### src/erp_pkg.sv
// ----------------------------------------------------------------------------
// erp_pkg
// Types and constants shared by the e-paper refresh policy block.
// ----------------------------------------------------------------------------
package erp_pkg;

    localparam int unsigned TIME_W = 32;
    localparam int unsigned HASH_W = 32;
    localparam int unsigned CNT_W  = 8;
    localparam int unsigned LOCK_W = 16;
    localparam int unsigned CFG_AW = 2;
    localparam int unsigned CFG_DW = 32;

    localparam logic [CFG_AW-1:0] CFG_MIN_INTERVAL  = 2'd0;
    localparam logic [CFG_AW-1:0] CFG_PARTIALS_FULL = 2'd1;
    localparam logic [CFG_AW-1:0] CFG_FULL_MAX_AGE  = 2'd2;
    localparam logic [CFG_AW-1:0] CFG_KEY_LOCKOUT   = 2'd3;

    localparam logic [TIME_W-1:0] RST_MIN_INTERVAL  = 32'd3000;
    localparam logic [CNT_W-1:0]  RST_PARTIALS_FULL = 8'd8;
    localparam logic [TIME_W-1:0] RST_FULL_MAX_AGE  = 32'd1800000;
    localparam logic [LOCK_W-1:0] RST_KEY_LOCKOUT   = 16'd300;

    localparam logic [CNT_W-1:0]  CNT_MAX = 8'hFF;

    typedef enum logic {
        CMD_KEY    = 1'b0,
        CMD_RENDER = 1'b1
    } t_cmd;

    typedef enum logic [1:0] {
        ACT_NONE   = 2'd0,
        ACT_SLEEP  = 2'd1,
        ACT_SEARCH = 2'd2,
        ACT_DASH   = 2'd3
    } t_action;

    typedef struct packed {
        t_cmd              cmd;
        logic [TIME_W-1:0] now_ms;
        logic              key_a_level;
        logic              key_b_level;
        logic              host_display_on;
        logic              link_up;
        logic [HASH_W-1:0] content_hash;
    } t_item;

    typedef struct packed {
        logic [TIME_W-1:0] min_interval_ms;
        logic [CNT_W-1:0]  partials_before_full;
        logic [TIME_W-1:0] full_age_limit;
        logic [LOCK_W-1:0] key_lockout_ms;
    } t_cfg;

    typedef struct packed {
        t_action action;
        logic    full_refresh;
        logic    key_accepted;
    } t_result;

endpackage

### src/erp_policy.sv
// ----------------------------------------------------------------------------
// erp_policy
// Policy state and decision logic: key edge/lockout, sleep gating, hash and
// interval gating, full versus partial selection. State advances on i_fire.
// ----------------------------------------------------------------------------
module erp_policy
    import erp_pkg::*;
(
    input  logic    i_clk,
    input  logic    i_rst_n,
    input  logic    i_fire,
    input  t_item   i_item,
    input  t_cfg    i_cfg,
    output t_result o_res
);

    logic [HASH_W-1:0] r_shown_hash,     n_shown_hash;
    logic [TIME_W-1:0] r_last_draw_time, n_last_draw_time;
    logic [TIME_W-1:0] r_last_full_time, n_last_full_time;
    logic [CNT_W-1:0]  r_partials,       n_partials;
    logic              r_first_draw,     n_first_draw;
    logic              r_force_full,     n_force_full;
    logic              r_sleeping,       n_sleeping;
    logic              r_was_searching,  n_was_searching;
    logic              r_key_a_prev,     n_key_a_prev;
    logic              r_key_b_prev,     n_key_b_prev;
    logic [TIME_W-1:0] r_last_key_time,  n_last_key_time;

    logic [TIME_W-1:0] key_age;
    logic [TIME_W-1:0] draw_age;
    logic [TIME_W-1:0] full_age;
    logic              key_edge;
    logic              key_ok;
    logic              searching;
    logic              redraw;
    logic              full;

    assign key_age   = i_item.now_ms - r_last_key_time;
    assign draw_age  = i_item.now_ms - r_last_draw_time;
    assign full_age  = i_item.now_ms - r_last_full_time;
    assign key_edge  = (r_key_a_prev && !i_item.key_a_level) ||
                       (r_key_b_prev && !i_item.key_b_level);
    assign key_ok    = key_edge && (key_age > {16'd0, i_cfg.key_lockout_ms});
    assign searching = !i_item.link_up;
    assign redraw    = ((i_item.content_hash != r_shown_hash) || r_force_full) &&
                       (r_force_full || (draw_age >= i_cfg.min_interval_ms));
    assign full      = r_force_full || r_first_draw ||
                       (r_partials >= i_cfg.partials_before_full) ||
                       (full_age > i_cfg.full_age_limit) ||
                       (searching != r_was_searching);

    always_comb begin
        n_shown_hash     = r_shown_hash;
        n_last_draw_time = r_last_draw_time;
        n_last_full_time = r_last_full_time;
        n_partials       = r_partials;
        n_first_draw     = r_first_draw;
        n_force_full     = r_force_full;
        n_sleeping       = r_sleeping;
        n_was_searching  = r_was_searching;
        n_key_a_prev     = r_key_a_prev;
        n_key_b_prev     = r_key_b_prev;
        n_last_key_time  = r_last_key_time;
        o_res            = '{action: ACT_NONE, full_refresh: 1'b0, key_accepted: 1'b0};

        case (i_item.cmd)
            CMD_KEY: begin
                if (key_ok) begin
                    n_last_key_time    = i_item.now_ms;
                    n_force_full       = 1'b1;
                    n_shown_hash       = '0;
                    o_res.key_accepted = 1'b1;
                end
                n_key_a_prev = i_item.key_a_level;
                n_key_b_prev = i_item.key_b_level;
            end
            CMD_RENDER: begin
                if (!i_item.host_display_on) begin
                    if (!r_sleeping) begin
                        n_partials         = '0;
                        n_last_full_time   = i_item.now_ms;
                        n_sleeping         = 1'b1;
                        n_shown_hash       = '0;
                        o_res.action       = ACT_SLEEP;
                        o_res.full_refresh = 1'b1;
                    end
                end else begin
                    n_sleeping = 1'b0;
                    if (redraw) begin
                        if (full) begin
                            n_partials       = '0;
                            n_last_full_time = i_item.now_ms;
                        end else if (r_partials != CNT_MAX) begin
                            n_partials = r_partials + CNT_W'(1);
                        end
                        o_res.action       = searching ? ACT_SEARCH : ACT_DASH;
                        o_res.full_refresh = full;
                        n_shown_hash       = i_item.content_hash;
                        n_last_draw_time   = i_item.now_ms;
                        n_first_draw       = 1'b0;
                        n_force_full       = 1'b0;
                        n_was_searching    = searching;
                    end
                end
            end
            default: begin
                o_res = '{action: ACT_NONE, full_refresh: 1'b0, key_accepted: 1'b0};
            end
        endcase
    end

    always_ff @(posedge i_clk) begin
        if (!i_rst_n) begin
            r_shown_hash     <= '0;
            r_last_draw_time <= '0;
            r_last_full_time <= '0;
            r_partials       <= '0;
            r_first_draw     <= 1'b1;
            r_force_full     <= 1'b0;
            r_sleeping       <= 1'b0;
            r_was_searching  <= 1'b1;
            r_key_a_prev     <= 1'b1;
            r_key_b_prev     <= 1'b1;
            r_last_key_time  <= '0;
        end else if (i_fire) begin
            r_shown_hash     <= n_shown_hash;
            r_last_draw_time <= n_last_draw_time;
            r_last_full_time <= n_last_full_time;
            r_partials       <= n_partials;
            r_first_draw     <= n_first_draw;
            r_force_full     <= n_force_full;
            r_sleeping       <= n_sleeping;
            r_was_searching  <= n_was_searching;
            r_key_a_prev     <= n_key_a_prev;
            r_key_b_prev     <= n_key_b_prev;
            r_last_key_time  <= n_last_key_time;
        end
    end

endmodule

### src/eink_refresh_policy_top.sv
// ----------------------------------------------------------------------------
// eink_refresh_policy_top
// Path: an accepted item is held in the input register, then the result
//   register takes the policy result after one pass of the policy logic; a
//   stalled result keeps the item waiting in the input register.
// Throughput: one item per cycle; a stalled result holds the input side.
// Reset: synchronous, active low; all but the r_item/r_res data registers reset.
// ----------------------------------------------------------------------------
module eink_refresh_policy_top
    import erp_pkg::*;
(
    input  logic              i_clk,
    input  logic              i_rst_n,
    input  logic              i_cfg_we,
    input  logic [CFG_AW-1:0] i_cfg_addr,
    input  logic [CFG_DW-1:0] i_cfg_wdata,
    input  logic              i_in_valid,
    output logic              o_in_ready,
    input  logic              i_cmd,
    input  logic [TIME_W-1:0] i_now_ms,
    input  logic              i_key_a_level,
    input  logic              i_key_b_level,
    input  logic              i_host_display_on,
    input  logic              i_link_up,
    input  logic [HASH_W-1:0] i_content_hash,
    output logic              o_out_valid,
    input  logic              i_out_ready,
    output logic [1:0]        o_action,
    output logic              o_full_refresh,
    output logic              o_key_accepted
);

    t_cfg    r_cfg;
    t_item   r_item;
    logic    r_item_valid;
    t_result r_res;
    logic    r_res_valid;
    t_result res;
    logic    advance;

    assign advance    = r_item_valid && (!r_res_valid || i_out_ready);
    assign o_in_ready = !r_item_valid || advance;

    always_ff @(posedge i_clk) begin
        if (!i_rst_n) begin
            r_cfg.min_interval_ms      <= RST_MIN_INTERVAL;
            r_cfg.partials_before_full <= RST_PARTIALS_FULL;
            r_cfg.full_age_limit       <= RST_FULL_MAX_AGE;
            r_cfg.key_lockout_ms       <= RST_KEY_LOCKOUT;
        end else if (i_cfg_we) begin
            case (i_cfg_addr)
                CFG_MIN_INTERVAL:  r_cfg.min_interval_ms      <= i_cfg_wdata;
                CFG_PARTIALS_FULL: r_cfg.partials_before_full <= i_cfg_wdata[CNT_W-1:0];
                CFG_FULL_MAX_AGE:  r_cfg.full_age_limit       <= i_cfg_wdata;
                CFG_KEY_LOCKOUT:   r_cfg.key_lockout_ms       <= i_cfg_wdata[LOCK_W-1:0];
                default: ;
            endcase
        end
    end

    always_ff @(posedge i_clk) begin
        if (!i_rst_n) begin
            r_item_valid <= 1'b0;
        end else if (o_in_ready) begin
            r_item_valid <= i_in_valid;
        end
    end

    always_ff @(posedge i_clk) begin
        if (i_in_valid && o_in_ready) begin
            r_item.cmd             <= t_cmd'(i_cmd);
            r_item.now_ms          <= i_now_ms;
            r_item.key_a_level     <= i_key_a_level;
            r_item.key_b_level     <= i_key_b_level;
            r_item.host_display_on <= i_host_display_on;
            r_item.link_up         <= i_link_up;
            r_item.content_hash    <= i_content_hash;
        end
    end

    erp_policy u_policy (
        .i_clk   (i_clk),
        .i_rst_n (i_rst_n),
        .i_fire  (advance),
        .i_item  (r_item),
        .i_cfg   (r_cfg),
        .o_res   (res)
    );

    always_ff @(posedge i_clk) begin
        if (!i_rst_n) begin
            r_res_valid <= 1'b0;
        end else if (advance) begin
            r_res_valid <= 1'b1;
        end else if (i_out_ready) begin
            r_res_valid <= 1'b0;
        end
    end

    always_ff @(posedge i_clk) begin
        if (advance) begin
            r_res <= res;
        end
    end

    assign o_out_valid    = r_res_valid;
    assign o_action       = r_res.action;
    assign o_full_refresh = r_res.full_refresh;
    assign o_key_accepted = r_res.key_accepted;

endmodule
### config.mk
export PLATFORM = sky130hd
export DESIGN_NAME = eink_refresh_policy_top
export DESIGN_NICKNAME = d
export VERILOG_FILES = /design/src/erp_pkg.sv /design/src/erp_policy.sv /design/src/eink_refresh_policy_top.sv
export SDC_FILE = /design/constraint.sdc
export NUM_CORES = 1
export LEC_CHECK = 0
export ABC_AREA = 1
export BUFFER_PORTS_ARGS = -buffer_cell sky130_fd_sc_hd__buf_2
export CORE_MARGIN = 2
export CORE_UTILIZATION = 55
export DETAILED_ROUTE_END_ITERATION = 10
export PLACE_DENSITY = 0.73
export SYNTH_ARGS = -nofsm -noshare
export SYNTH_HDL_FRONTEND = slang
export SYNTH_HIERARCHICAL = 1
export SYNTH_SLANG_ARGS = --single-unit
export TNS_END_PERCENT = 30
### constraint.sdc
create_clock -name i_clk -period 5.8 [get_ports i_clk]
set_clock_uncertainty 0.05 [all_clocks]
set_input_delay 1.16 -clock i_clk [delete_from_list [all_inputs] [get_ports i_clk]]
set_output_delay 1.16 -clock i_clk [all_outputs]
set_load 0.01 [all_outputs]
Word level (Yosys, flattened, before mapping)
Cells that the tools add are included.
{ "classes": {"n_addsub": 4, "muxes": 26, "n_bitwise": 1, "reduce_logical": 34, "magnitude_cmp": 4, "n_eq_ne": 15} }
{ "ops": {"columns": ["operator", "count"], "rows": [
  ["$mux W32", 8],
  ["$sub A32 B32 Y32", 3],
  ["$pmux W32 S2", 1],
  ["$mux W8", 5],
  ["$ge A32 B32 Y1", 1],
  ["$gt A32 B16 Y1", 1],
  ["$gt A32 B32 Y1", 1],
  ["$ne A32 B32 Y1", 1],
  ["$reduce_and A2 Y1", 6],
  ["$reduce_and A4 Y1", 3],
  ["$reduce_and A5 Y1", 2],
  ["$logic_or A1 B1 Y1", 9],
  ["$add A8 B1 Y8 const B", 1],
  ["$ge A8 B8 Y1", 1],
  ["$mux W1", 8],
  ["$ne A2 B1 Y1 const B", 4],
  ["$ne A8 B8 Y1 const B", 1],
  ["$logic_and A1 B1 Y1", 6],
  ["$mux W3", 2],
  ["$logic_not A1 Y1", 5],
  ["$eq A2 B2 Y1 const B", 2],
  ["$ne A2 B2 Y1 const B", 2],
  ["$ne A3 B1 Y1 const B", 1],
  ["$ne A3 B2 Y1 const B", 1],
  ["9 further kinds", 9]
]} }
{ "totals": {"out_inout_bits": 6, "reg_bits": 305, "input_bits": 108, "word_cells": 111} }

Logic depth before layout (Yosys ltp)
{ "depth": {"word_depth": 7, "mapped_depth": 33, "ltp_nobuf": 32} }

Hierarchy
The synthesis kept the hierarchy.
{ "modules_own_cells": {"columns": ["mod", "instances", "seq_area_each_um2", "cells_each", "area_per_inst_um2"], "rows": [
  ["erp_policy", 1, 2842.7, 2286, 14118.5],
  ["eink_refresh_policy_top", 1, 3993.8, 611, 5859.4]
]} }

Worst setup path before layout
Ideal clock, no wire load.
{ "synth_path": {"path_kind": "flip-flop to flip-flop", "start": "register r_item[38] in the netlist's numbering", "end": "register u_policy.r_shown_hash[17]", "setup_slack_ps": 1527, "setup_ps": 115, "arrival_time_ps": 4108, "path_buffers": 2, "stages_incl_launch_ff": 28, "synth_period_minus_slack_ps": 4273, "cell_sequence": "edfxtp_1 -> ha_1 -> a21oi_1 -> nand2_1 -> a21boi_0 -> o21ai_0 -> a21oi_1 -> nor2_1 -> o21ai_0 -> nand2_1 -> a21oi_1 -> xor2_1 -> ha_1 -> nand2_1 -> nor2_1 -> nand2_1 -> nor4_2 -> nand4_1 -> nand3_1 -> nand2_1 -> nand2_2 -> nand2_1 -> o21ai_0 -> buf_4 -> buf_2 -> nand3_1 -> nand2_1 -> nor2_1"} }
{ "synth_via": {"elab_chain_cells": 6, "word_cells_on_any_way": 10, "classes_between": "add/sub (2); order compare (2); eq/ne (2); reduce/logical (4)"} }
{ "synth_rtl": {"columns": ["element", "line_no", "text"], "rows": [
  ["from (decl)", "eink_refresh_policy_top.sv:34", "t_item r_item;"],
  ["$sub A32 B32 Y32", "erp_policy.sv:39", "assign draw_age = i_item.now_ms - r_last_draw_time;"],
  ["$ge A32 B32 Y1", "erp_policy.sv:46", "(r_force_full || (draw_age >= i_cfg.min_interval_ms));"],
  ["$logic_or A1 B1 Y1", "erp_policy.sv:46", null],
  ["$logic_and A1 B1 Y1", "erp_policy.sv:45", "assign redraw = ((i_item.content_hash != r_shown_hash) || r_force_full) &&"],
  ["$ne A3 B2 Y1 (no source line)", null, null],
  ["$reduce_and A4 Y1 (no source line) (*)", null, null],
  ["to (signal assigned)", "erp_policy.sv:126", "r_shown_hash <= n_shown_hash;"],
  ["to (decl)", "erp_policy.sv:17", "logic [HASH_W-1:0] r_shown_hash, n_shown_hash;"]
]} }
Mark *: on every way between the ends. The rest lies on a longest branch, timed or not.
A chain may end at the register's enable or synchronous reset.

Worst setup path in the final report
{ "layout_path": {"start": "register r_item[44] in the netlist's numbering", "end": "register u_policy.r_last_full_time[2]"} }
{ "layout_via": {"elab_chain_cells": 6, "word_cells_on_any_way": 11, "classes_between": "add/sub (2); order compare (2); eq/ne (2); reduce/logical (5)"} }
{ "layout_rtl": {"columns": ["element", "line_no", "text"], "rows": [
  ["$sub A32 B32 Y32 (on tied branches)", "erp_policy.sv:39, erp_policy.sv:40", null],
  ["$ge A32 B32 Y1 / $gt A32 B32 Y1 (equally long branches)", "erp_policy.sv:46, erp_policy.sv:49", null],
  ["$logic_or A1 B1 Y1 (on tied branches)", "erp_policy.sv:46, erp_policy.sv:48", null],
  ["$logic_and A1 B1 Y1 / $logic_or A1 B1 Y1 (equally long branches)", "erp_policy.sv:45, erp_policy.sv:49", null],
  ["$ne A2 B1 Y1 (no source line)", null, null],
  ["$reduce_and A5 Y1 (no source line) (*)", null, null],
  ["to (signal assigned)", "erp_policy.sv:128", "r_last_full_time <= n_last_full_time;"],
  ["to (decl)", "erp_policy.sv:19", "logic [TIME_W-1:0] r_last_full_time, n_last_full_time;"]
]} }
Marks and branches as above.

==> metrics.txt <==
# TYPE chip_impl_metric gauge
chip_impl_metric{name="synthCells",unit=""} 2897
chip_impl_metric{name="wl_per_cell",unit="um"} 15.8
chip_impl_info{name="outcome",value="completed"} 1
chip_impl_metric{name="vias",unit=""} 18400
chip_impl_metric{name="dr_wl_met2",unit="um"} 25600
chip_impl_metric{name="grt.overflow.total",unit=""} 0
chip_impl_metric{name="final_period_minus_worst_setup_slack",unit="ns"} 5.43
chip_impl_metric{name="layout.nets",unit=""} 3273
chip_impl_metric{name="first_global_vias",unit=""} 17400
chip_impl_metric{name="ctsHoldBuffers",unit=""} 0
chip_impl_metric{name="reg2reg_slack",unit="ns"} 0.37
chip_impl_metric{name="place.gp.congestion",unit=""} 0.928
chip_impl_info{name="synth_top_cells_by_area",value="dfxtp_1 23%, nand2_1 13%, ha_1 11%"} 1
chip_impl_metric{name="fp.dieW",unit="um"} 195
chip_impl_metric{name="remaining_drc_errors",unit=""} 0
chip_impl_metric{name="io_buffers",unit=""} 113
chip_impl_metric{name="grt_first_pass_wirelength",unit="um"} 87500
chip_impl_metric{name="synth_enable_flop_cells",unit=""} 73
chip_impl_metric{name="synth.avg_cell_area",unit="sq um"} 6.90
chip_impl_info{name="crit_path_start_kind",value="flip-flop"} 1
chip_impl_metric{name="post-dp-hpwl",unit="um"} 41900
chip_impl_metric{name="synth-compound-area-share",unit="%"} 11.8
chip_impl_info{name="combinational_family_with_the_most_area_after_synthesis",value="simple AND/OR/NAND/NOR gates"} 1
chip_impl_info{name="clock-root-buffer",value="clkbuf_16"} 1
chip_impl_info{name="highest_layer",value="met4"} 1
chip_impl_metric{name="seq_area_frac_synth",unit="%"} 34.2
chip_impl_metric{name="power_density",unit="nW/um^2"} 282
chip_impl_info{name="rsz_0062_raised_after_global_routing",value="false"} 1
chip_impl_metric{name="cts.reportedPaths.clkPinSlew",unit="ns"} 0.06
chip_impl_metric{name="ant_nets",unit=""} 0
chip_impl_metric{name="antenna_cells_inserted",unit=""} 0
chip_impl_metric{name="cap_violations",unit=""} 0
chip_impl_metric{name="cts-buffers-inserted",unit=""} 36
chip_impl_metric{name="worst_pin_slew",unit="ns"} 1.10
chip_impl_metric{name="timing.critical_path.fanout_max",unit=""} 27
chip_impl_metric{name="worst_path_arrival_time",unit="ns"} 5.86
chip_impl_metric{name="worst_path_largest_cell_delay",unit="ns"} 0.57
chip_impl_metric{name="synth.ff_latch_count",unit=""} 305
chip_impl_metric{name="met3WireLength",unit="um"} 2630
chip_impl_metric{name="clk-insertion-delay-late",unit="ns"} 0.55
chip_impl_info{name="post-synth-top-area-cell",value="dfxtp_1"} 1
chip_impl_info{name="tritoncts_clock_tree",value="built"} 1
chip_impl_metric{name="post_synth_xor_area_fraction",unit="%"} 4.47
chip_impl_metric{name="fp.coreArea",unit="sq um"} 35700
chip_impl_metric{name="async_reset_ff_share",unit="%"} 0
chip_impl_metric{name="wl_met1",unit="um"} 23900
chip_impl_metric{name="fmax",unit="MHz"} 184
chip_impl_metric{name="synthesized_area_fraction_occupied_by_adder_cells",unit="%"} 11.7
chip_impl_metric{name="floorplan.initialDensity",unit="%"} 56.0
chip_impl_info{name="path_class",value="reg2reg"} 1
chip_impl_metric{name="std_cell_rows",unit=""} 69
chip_impl_metric{name="grt_antenna_before_repair",unit=""} 2
chip_impl_metric{name="cts_sinks",unit=""} 305
chip_impl_metric{name="top_cell_type_s_share_of_synthesized_area",unit="%"} 23.2
chip_impl_metric{name="io_pins",unit=""} 114
chip_impl_metric{name="p_total",unit="mW"} 6.23
chip_impl_info{name="min_path_type",value="reg2reg"} 1
chip_impl_metric{name="p_leak",unit="nW"} 10.5
chip_impl_metric{name="drt-initial-drc-count",unit=""} 1350
chip_impl_metric{name="gr-usage-all-layers",unit="%"} 28.8
chip_impl_metric{name="cp.required",unit="ns"} 6.22
chip_impl_metric{name="synth.cell_area",unit="sq um"} 20000
chip_impl_metric{name="path_buf_inv",unit=""} 3
chip_impl_metric{name="layout.cell_area.non_filler",unit="sq um"} 22100
chip_impl_metric{name="synth-warning-count",unit=""} 6
chip_impl_metric{name="h_tree_levels",unit=""} 2
chip_impl_info{name="synth_ff_type",value="dfxtp_1"} 1
chip_impl_metric{name="grt_start_max_net_pins",unit=""} 82
chip_impl_metric{name="floorplan.die_area",unit="sq um"} 37900
chip_impl_metric{name="dp_worst_setup_slack",unit="ns"} 0.0194
chip_impl_metric{name="routed_via_density",unit=""} 5.32
chip_impl_info{name="critPathMostFrequentCell",value="nor2_1"} 1
chip_impl_metric{name="proportion_of_layout_cells_with_a_drive_suffix_above_1",unit="%"} 7.35
chip_impl_metric{name="mappedNetlistNets",unit=""} 3190
chip_impl_metric{name="routed_wl",unit="um"} 54700
chip_impl_metric{name="timing.final.ws_setup",unit="ns"} 0.368
chip_impl_metric{name="fp.dieH",unit="um"} 195
chip_impl_info{name="ys_top_cells_by_count",value="692 x nand2_1, 483 x inv_1, 347 x nor2_1, 260 x a21oi_1, 232 x dfxtp_1"} 1
chip_impl_info{name="end_kind",value="flip-flop"} 1
chip_impl_info{name="critPathSlowestCell",value="edfxtp_1"} 1
chip_impl_metric{name="fin_tns_setup",unit="ns"} 0
chip_impl_metric{name="cts-root-to-sink-buffers",unit=""} 3
chip_impl_info{name="synth.most_common_cell",value="nand2_1"} 1
chip_impl_metric{name="placement.cell_area",unit="sq um"} 20800
chip_impl_metric{name="simple_gate_fraction_of_synth_area",unit="%"} 26.5
chip_impl_info{name="path_delay_family",value="simple AND/OR/NAND/NOR gates"} 1
chip_impl_metric{name="timing.slew.headroom",unit="%"} 26.7
chip_impl_metric{name="drt-pass1-iter-count",unit=""} 5
chip_impl_metric{name="hold_viol",unit=""} 0
chip_impl_metric{name="post-route-period-util",unit="%"} 93.6
chip_impl_metric{name="synthToLayoutAreaGrowth",unit="%"} 10.5
chip_impl_metric{name="muxShareOfSynthArea",unit="%"} 0
chip_impl_metric{name="number_of_distinct_library_cells_after_synthesis",unit=""} 50
chip_impl_metric{name="setup_violations",unit=""} 0
chip_impl_metric{name="vdd_ir_drop_max",unit="mV"} 0.272
chip_impl_metric{name="timing_max_transition_violations_final",unit=""} 0
==> power breakdown <==
part	leakage [nW]	switching (mW)	internal [mW]
combinational	7.26	0.955	0.539
sequential	2.61	0.0933	2.31
clock	0.591	0.916	1.42
total	10.5	1.96	4.26
==> final cells by class <==
class / count / area, sq um
Clock inverter: 16 / 193
Inverter: 492 / 1850
Timing Repair Buffer: 129 / 699
Tap cell: 461 / 577
Fill cell: 3335 / 13600
Sequential cell: 305 / 6840
Multi-Input combinational cell: 2016 / 10900
Clock buffer: 50 / 1030
==> state kept, by name, summed over array words and instances (netlist names), 2 cells and up <==
name	flops
r_cfg	88
r_item	69
u_policy/r_last_draw_time	32
u_policy/r_last_full_time	32
u_policy/r_last_key_time	32
u_policy/r_shown_hash	32
u_policy/r_partials	8
o_action	2
==> per-layer routing <==
layer | GRT usage, % | vias to the layer above
met5 | 0 | -
met4 | 13.3 | 0
met3 | 3.45 | 126
met2 | 49.6 | 472
met1 | 36.0 | 8421
li1 | - | 9424
==> kinds of logic after synthesis <==
logic type,count (synthesis)
XOR/XNOR,102
AO/OA/AOI/OAI,440
AND/OR/NAND/NOR,1289
flip-flops,305
buffers and inverters,576
adder cells (fa/ha/maj),185
==> worst reg2reg max path: cells and delay by family, from the launching register on <==
kind | cells | cell delay [ns]
AOI/OAI and AO/OA | 5 | 1.05
xor gates and xnor gates | 1 | 0.30
adders and majority gates | 2 | 0.63
buffers and inverters | 3 | 0.52
DFF | 1 | 0.57
and+or+nand+nor | 14 | 2.26
==> cell usage in the layout (no fill, tap or decap), drive strengths merged, types with 10 or more instances in the layout <==
cell type	netlist	final
a21oi	261	261
a31oi	12	12
buf	53	129
clkbuf	31	50
clkinv	2	10
dfxtp	232	232
edfxtp	73	73
ha	182	182
inv	490	492
nand2	701	701
nand3	144	144
nand4	48	48
nor2	352	352
nor3	25	25
o21a	13	13
o21ai	121	121
xnor2	44	44
xor2	58	58
==> repair_timing <==
action                                  4_1_cts  5_1_grt
buffers inserted                              0        0
gates cloned                                  0        0
endpoints found under the setup margin       22      103
resized for setup                             1       11
==> metrics by stage <==
stage / hold WS (ns) / util (%) / instances
after CTS: 0.412 / 61.8 / 3469
after global routing: 0.425 / 61.9 / 3469
after floorplan: 0.377 / - / 2897
after global placement: 0.393 / 58.4 / 3403
after detailed placement: 0.398 / 58.4 / 3403
final: 0.409 / 61.9 / 3469
==> worst paths after layout <==
path,to,start,depth (start not counted)
worst max-delay path,u_policy/r_last_full_time[2],r_item[44],25
worst min-delay path,r_cfg[25],r_cfg[25],2
worst max register to register,u_policy/r_last_full_time[2],r_item[44],25
worst min register to register,r_cfg[25],r_cfg[25],2
No activity file was read; power rests on OpenSTA's default activity.
